File: config.mk
export PLATFORM = sky130hd
export DESIGN_NAME = stable_priority_queue
export DESIGN_NICKNAME = d
export VERILOG_FILES = /design/src/sv/spq_pkg.sv /design/src/sv/spq_cell.sv /design/src/sv/stable_priority_queue.sv
export SDC_FILE = /design/constraint.sdc
export NUM_CORES = 1
export LEC_CHECK = 0
export BUFFER_PORTS_ARGS = -buffer_cell sky130_fd_sc_hd__clkbuf_2
export CORE_ASPECT_RATIO = 0.9
export CORE_UTILIZATION = 50
export CTS_CLUSTER_DIAMETER = 30
export DETAILED_ROUTE_END_ITERATION = 8
export PLACE_DENSITY = 0.71
export RECOVER_POWER = 25
export SLEW_MARGIN = 10
export SYNTH_ARGS = -nofsm -noshare
export SYNTH_HDL_FRONTEND = slang
export SYNTH_HIERARCHICAL = 1
export SYNTH_SLANG_ARGS = --single-unit
File: constraint.sdc
create_clock -name clock -period 6.7 [get_ports clock]
set_input_delay 0 -clock clock [delete_from_list [all_inputs] [get_ports clock]]
set_output_delay 0 -clock clock [all_outputs]
set_load 0.02 [all_outputs]
File: src/sv/spq_pkg.sv
// spq_pkg: shared types and codes for the stable priority queue.
// Used by spq_cell and stable_priority_queue; depends on nothing.
`timescale 1ns / 1ps

package spq_pkg;

   // command codes on req_op
   localparam logic [1:0] OP_INSERT = 2'd0;
   localparam logic [1:0] OP_POP    = 2'd1;
   localparam logic [1:0] OP_CLEAR  = 2'd2;

   // status codes on rsp_status
   localparam logic [1:0] ST_OK        = 2'd0;
   localparam logic [1:0] ST_RANGE     = 2'd1;
   localparam logic [1:0] ST_EMPTY_POP = 2'd2;
   localparam logic [1:0] ST_FULL      = 2'd3;

   // configuration register indexes
   localparam logic [7:0] CSR_MIN_PRIORITY = 8'd0;
   localparam logic [7:0] CSR_MAX_PRIORITY = 8'd1;

   // one stored entry
   typedef struct packed {
      logic [7:0]  prio;
      logic [15:0] payload;
   } entry_type;

   // command broadcast to every cell
   typedef struct packed {
      logic        ins;     // insert that passed range and full checks
      logic        pop;     // pop on a non-empty queue
      logic [7:0]  prio;
      logic [15:0] payload;
   } cmd_type;

endpackage

File: src/sv/spq_cell.sv
// spq_cell: one slot of the sorted shift-register queue.
// Depends on spq_pkg; instantiated once per slot by stable_priority_queue.
`timescale 1ns / 1ps

module spq_cell #(
   parameter int IDX = 0,
   parameter int CW  = 5
) (
   input  logic              clock,
   input  spq_pkg::cmd_type   cmd,
   input  logic [CW-1:0]     count,      // occupancy before the command
   input  spq_pkg::entry_type left_entry,
   input  logic              left_mv,    // left slot moves on insert
   input  spq_pkg::entry_type right_entry,
   output spq_pkg::entry_type entry,     // current contents
   output spq_pkg::entry_type entry_next,
   output logic              mv          // this slot moves on insert
);
   import spq_pkg::*;

   entry_type entry_ff;
   entry_type entry_in;
   logic      occupied;

   // slot is live when it lies below the count
   assign occupied = (count > CW'(IDX));

   // new item lands at or ahead of this slot: slot empty or strictly larger
   assign mv = !occupied || (entry_ff.prio > cmd.prio);

   // next contents: shift right on insert, shift left on pop, else hold
   always_comb begin
      entry_in = entry_ff;
      if (cmd.ins && mv) begin
         if (left_mv) begin
            entry_in = left_entry;
         end else begin
            entry_in.prio    = cmd.prio;
            entry_in.payload = cmd.payload;
         end
      end else if (cmd.pop) begin
         entry_in = right_entry;
      end
   end

   always_ff @(posedge clock) begin
      entry_ff <= entry_in;
   end

   assign entry      = entry_ff;
   assign entry_next = entry_in;

endmodule

File: src/sv/stable_priority_queue.sv
// stable_priority_queue: sorted, stable, bounded priority queue top level.
// Depends on spq_pkg and spq_cell (one cell per slot).
//
//   channel  | handshake                  | payload
//   ---------+----------------------------+---------------------------------------
//   req      | start & !busy              | req_op, req_priority_req, req_payload
//   rsp      | rsp_valid, one cycle       | status, count, is_empty, head entry
//   csr      | csr_valid & csr_ready      | csr_index, csr_data
//
// One command per cycle while busy is low; its result appears on the cycle after acceptance.
// All slots compare against the new priority in parallel and shift by one
// to their neighbor in the same cycle, so the cell row sets the one-cycle rate.
// busy is high during reset and until the first clock edge after reset is released; otherwise low.
// Reset empties the queue and restores min 0 / max 255. The receiver cannot
// stall, so rsp is never held.
`timescale 1ns / 1ps

module stable_priority_queue #(
   parameter int DEPTH = 16
) (
   input  logic        clock,
   input  logic        reset,
   input  logic        start,
   output logic        busy,
   input  logic [1:0]  req_op,
   input  logic [7:0]  req_priority_req,
   input  logic [15:0] req_payload,
   output logic        rsp_valid,
   output logic [1:0]  rsp_status,
   output logic [4:0]  rsp_count,
   output logic        rsp_is_empty,
   output logic [7:0]  rsp_head_priority,
   output logic [15:0] rsp_head_payload,
   input  logic        csr_valid,
   output logic        csr_ready,
   input  logic [7:0]  csr_index,
   input  logic [7:0]  csr_data
);
   import spq_pkg::*;

   localparam int CW = $clog2(DEPTH + 1);

   logic [CW-1:0] count_ff, count_in;
   logic [7:0]    min_prio_ff, max_prio_ff;
   logic          busy_ff;
   logic          rsp_valid_ff;
   logic [1:0]    rsp_status_ff, status_in;
   logic [4:0]    rsp_count_ff;
   logic          rsp_is_empty_ff;
   entry_type     rsp_head_ff, head_in;
   logic          accept, in_range, full;
   cmd_type       cmd;

   entry_type     cell_q    [DEPTH];
   entry_type     cell_next [DEPTH];
   logic          cell_mv   [DEPTH];

   assign accept   = start && !busy_ff;
   assign in_range = (req_priority_req >= min_prio_ff) && (req_priority_req <= max_prio_ff);
   assign full     = (count_ff == CW'(DEPTH));

   // decode the command and its status
   always_comb begin
      cmd.ins     = 1'b0;
      cmd.pop     = 1'b0;
      cmd.prio    = req_priority_req;
      cmd.payload = req_payload;
      status_in   = ST_OK;
      count_in    = count_ff;
      if (accept) begin
         case (req_op)
            OP_INSERT: begin
               if (!in_range) begin
                  status_in = ST_RANGE;
               end else if (full) begin
                  status_in = ST_FULL;
               end else begin
                  cmd.ins  = 1'b1;
                  count_in = count_ff + CW'(1);
               end
            end
            OP_POP: begin
               if (count_ff == '0) begin
                  status_in = ST_EMPTY_POP;
               end else begin
                  cmd.pop  = 1'b1;
                  count_in = count_ff - CW'(1);
               end
            end
            OP_CLEAR: begin
               count_in = '0;
            end
            default: begin
               count_in = count_ff;
            end
         endcase
      end
   end

   // row of cells, each talking only to its neighbors
   for (genvar i = 0; i < DEPTH; i++) begin : g_cell
      entry_type left_e, right_e;
      logic      left_m;
      if (i == 0) begin : g_first
         assign left_e = '0;
         assign left_m = 1'b0;
      end else begin : g_mid
         assign left_e = cell_q[i-1];
         assign left_m = cell_mv[i-1];
      end
      if (i == DEPTH - 1) begin : g_last
         assign right_e = '0;
      end else begin : g_inner
         assign right_e = cell_q[i+1];
      end
      spq_cell #(
         .IDX(i),
         .CW (CW)
      ) u_cell (
         .clock      (clock),
         .cmd        (cmd),
         .count      (count_ff),
         .left_entry (left_e),
         .left_mv    (left_m),
         .right_entry(right_e),
         .entry      (cell_q[i]),
         .entry_next (cell_next[i]),
         .mv         (cell_mv[i])
      );
   end

   // head after the command, zero when empty
   assign head_in = (count_in == '0) ? '0 : cell_next[0];

   // control, config and result registers
   always_ff @(posedge clock) begin
      if (reset) begin
         busy_ff      <= 1'b1;
         count_ff     <= '0;
         min_prio_ff  <= 8'd0;
         max_prio_ff  <= 8'd255;
         rsp_valid_ff <= 1'b0;
      end else begin
         busy_ff      <= 1'b0;
         count_ff     <= count_in;
         rsp_valid_ff <= accept;
         if (csr_valid) begin
            if (csr_index == CSR_MIN_PRIORITY) begin
               min_prio_ff <= csr_data;
            end else if (csr_index == CSR_MAX_PRIORITY) begin
               max_prio_ff <= csr_data;
            end
         end
      end
   end

   always_ff @(posedge clock) begin
      if (accept) begin
         rsp_status_ff   <= status_in;
         rsp_count_ff    <= 5'(count_in);
         rsp_is_empty_ff <= (count_in == '0);
         rsp_head_ff     <= head_in;
      end
   end

   assign busy              = busy_ff;
   // register writes are taken on any edge outside reset
   assign csr_ready         = !reset;
   assign rsp_valid         = rsp_valid_ff;
   assign rsp_status        = rsp_status_ff;
   assign rsp_count         = rsp_count_ff;
   assign rsp_is_empty      = rsp_is_empty_ff;
   assign rsp_head_priority = rsp_head_ff.prio;
   assign rsp_head_payload  = rsp_head_ff.payload;

   // checks
   a_rsp_follows: assert property (@(posedge clock) disable iff (reset)
      accept |=> rsp_valid)
      else $error("accepted item produced no result");
   a_no_spurious: assert property (@(posedge clock) disable iff (reset)
      !accept |=> !rsp_valid)
      else $error("result without accepted item");
   a_count_bound: assert property (@(posedge clock) disable iff (reset)
      count_ff <= CW'(DEPTH))
      else $error("count above depth");
   a_empty_match: assert property (@(posedge clock) disable iff (reset)
      rsp_valid |-> (rsp_is_empty == (count_ff == '0)))
      else $error("empty flag disagrees with count");
   a_full_status: assert property (@(posedge clock) disable iff (reset)
      rsp_valid && (rsp_status == ST_FULL) |-> (count_ff == CW'(DEPTH)))
      else $error("full status while not full");

endmodule
==> impl_metrics.tcl <==
set metrics [dict create \
    critPathCaptureType "flip-flop" \
    critPathMaxStageDelay_ps 900 \
    grt_setup_unrepaired "false" \
    die_area_mm2 0.0604 \
    violations "capacitance limit, slew limit" \
    insertion_delay_ps 650 \
    timing.fmax_mhz 216 \
    h-tree-depth 3 \
    synth_cells 2692 \
    seq_power_share_pct 33.4 \
    post-route-period-util_pct 69.0 \
    irDropWorstVdd_uv 229 \
    max_cap_violations 2 \
    status "finished, violations left" \
    leakagePower_nw 17.0 \
    fillers 4766 \
    numCtsBuffers 104 \
    power.density_cell_area_mw_per_mm2 412 \
    track_usage_pct 24.2 \
    fin_tns_setup_ps 0 \
    placed_area_mm2 0.0304 \
    final_core_util_pct 58.7 \
    slew_headroom_pct -25.8 \
    grt_pass1_wl_mm 121 \
    die_width_um 259 \
    dpl.cell_count 3464 \
    hpwl_mm 50.3 \
    multi_input_area_mm2 0.0187 \
    cts_tree "built" \
    path_cells "inv_1, ha_1, nand2_1, or3_1, o221a_2, nor3_1, and3_1, buf_4, and2_1, a22o_1, a221oi_2" \
    whs_path_depth 4 \
    grt_overflow_total 0 \
    crit_type "flip-flop to flip-flop" \
    finalPower_mw 14.2 \
    critPathTopFamily "simple AND/OR/NAND/NOR gates" \
    skew_ps 27.4 \
    rows 84 \
    finalWeightedCongestion 0.834 \
    holdCritStartpoint "req_priority_req[3]" \
    final-seq-area_mm2 0.00911 \
    die_y_um 233 \
    final_cells 3691 \
    cts_buffer_depth 3 \
    setup-violations-final 0 \
    p_switching_mw 4.73 \
    start_kind "flip-flop" \
    arrival_ps 5120 \
    syn_area_mm2 0.0297 \
    layout-drive-gt1-share_pct 18.3 \
    path_max_fanout 24 \
    worst_ep_required_time_ps 7200 \
    yosysWarningCount 6 \
    cts.sinks 439 \
    reg2regPathDepth 11 \
    slew_violations 62 \
    post_cts_resized 0 \
    coreArea_mm2 0.0585 \
    grt_pass1_vias 22800 \
    numPortBuffers 80 \
    drc_errors 0 \
    clockRootBuffer "clkbuf_16" \
    io_pins 81 \
    antenna_found_initial 4 \
    period_needed_ps 4620 \
    cts.clk_slew.worst_paths_ps 40 \
    pre_cts_ws_ps 2420 \
    post_drt_wl_per_cell_um 20.0 \
    area_growth_pct 15.7 \
    setup_slack_ps 2080 \
    hold_buffers 33 \
    dr_total_vias 21900 \
    design_area_mm2 0.0344 \
    r2r_start "min_prio_ff[7]$_SDFFE_PP0P_" \
    combinationalPowerShare_pct 28.6 \
    drtIter0Drc 1221 \
    internal-power_mw 9.46 \
    hp-class "input pin to flip-flop" \
    post_cts_buffers 0 \
    reg2reg_to "g_cell[11].u_cell/entry[8]$_DFF_P_" \
    min_to "g_cell[2].u_cell/entry[19]$_DFF_P_" \
    initial_core_util_pct 50.8 \
    swShare_pct 33.3 \
    regToRegSetupSlack_ps 2080 \
    fin_nets 3022 \
    ant_nets 0 \
    hold_viol 0 \
    grt_max_degree 142 \
    drt_pass1_iterations 5 \
    crit_buf_inv 2 \
    wl_mm 73.8 \
    hold_ws_ps 43.8 \
    clkPwrFrac_pct 38.0 \
    worst_pin_slew_ps 1890 \
    slowest_stage "and2_1" \
    viasPerCell 5.94 \
    syn-mean-instance-area_um2 11.0 \
]
[power by group through the flow]
stage | Clock [mW] | Combinational [mW] | Sequential, mW
3_5_place_dp | 0 | 3.96 | 4.77
5_1_grt | 5.60 | 4.50 | 4.88
3_3_place_gp | 0 | 3.73 | 4.71
6_report | 5.39 | 4.05 | 4.74
2_1_floorplan | 0 | 3.30 | 4.38
4_1_cts | 5.46 | 4.04 | 4.72
[per-layer routing]
metal  vias up  wire length, um  part of all wire [%]  GRT usage, %
met5         -               13                 0.018             0
met4         2             1610                   2.2          7.99
met3       142             3540                   4.8          4.36
met2       554            34100                    46          40.2
met1     10800            34500                    47          31.5
li1      10500                -                     -             -
[cell type report]
class	instances	share of cell area [%]
Timing Repair Buffer	168	3.27
Inverter	187	2.04
Multi-Input combinational cell	1930	54.4
Antenna cell	3	0.0218
Tap cell	774	2.82
Sequential cell	439	26.5
Clock buffer	140	8.80
Clock inverter	50	2.20
[cell usage in the layout (no fill, tap or decap), types with 13 or more instances in the layout]
cell / count
inv_1: 187
a211oi_2: 24
mux2_2: 25
mux2i_1: 1026
a221oi_1: 23
dfxtp_1: 407
nand4_1: 32
bufinv_16: 17
clkbuf_1: 52
a21oi_1: 36
clkbuf_16: 110
nor2_1: 51
a22o_2: 19
o2bb2ai_1: 24
ha_1: 146
o21ai_0: 14
nand2_1: 32
a22o_1: 77
nor3_2: 20
edfxtp_1: 32
conb_1: 49
clkinv_2: 17
o21ai_2: 17
a221oi_2: 73
dlygate4sd3_1: 33
nor2b_1: 13
a41oi_1: 26
clkbuf_8: 16
clkbuf_2: 44
buf_4: 50
[worst max-delay path by stage]
stage                                start                            endpoint  slack [ps]  depth (start not counted)
4_1_cts        min_prio_ff[5]$_SDFFE_PP0P_  g_cell[11].u_cell/entry[8]$_DFF_P_        2490                         11
6_report       min_prio_ff[7]$_SDFFE_PP0P_  g_cell[11].u_cell/entry[8]$_DFF_P_        2080                         11
5_1_grt        min_prio_ff[7]$_SDFFE_PP0P_  g_cell[15].u_cell/entry[5]$_DFF_P_        1850                         11
3_5_place_dp           req_priority_req[3]  g_cell[15].u_cell/entry[5]$_DFF_P_        2420                         12
2_1_floorplan  min_prio_ff[5]$_SDFFE_PP0P_   g_cell[1].u_cell/entry[2]$_DFF_P_        2990                         11
3_3_place_gp           req_priority_req[3]  g_cell[11].u_cell/entry[6]$_DFF_P_        2530                         12
[flip-flops by register name, summed over array words and instances (netlist names)]
register / count
busy: 1
count_ff: 5
g_cell.u_cell/entry: 384
max_prio_ff: 8
min_prio_ff: 8
rsp_count: 5
rsp_head_payload: 16
rsp_head_priority: 8
rsp_is_empty: 1
rsp_status: 2
rsp_valid: 1
[worst register-to-register path: stages, from the launching register on]
cell	delay [ps]
dfxtp_1	320
inv_1	40
ha_1	290
nand2_1	100
or3_1	340
o221a_2	320
nor3_1	460
and3_1	890
buf_4	450
and2_1	910
a22o_1	320
a221oi_2	50
(Power assumes the default switching activity.)
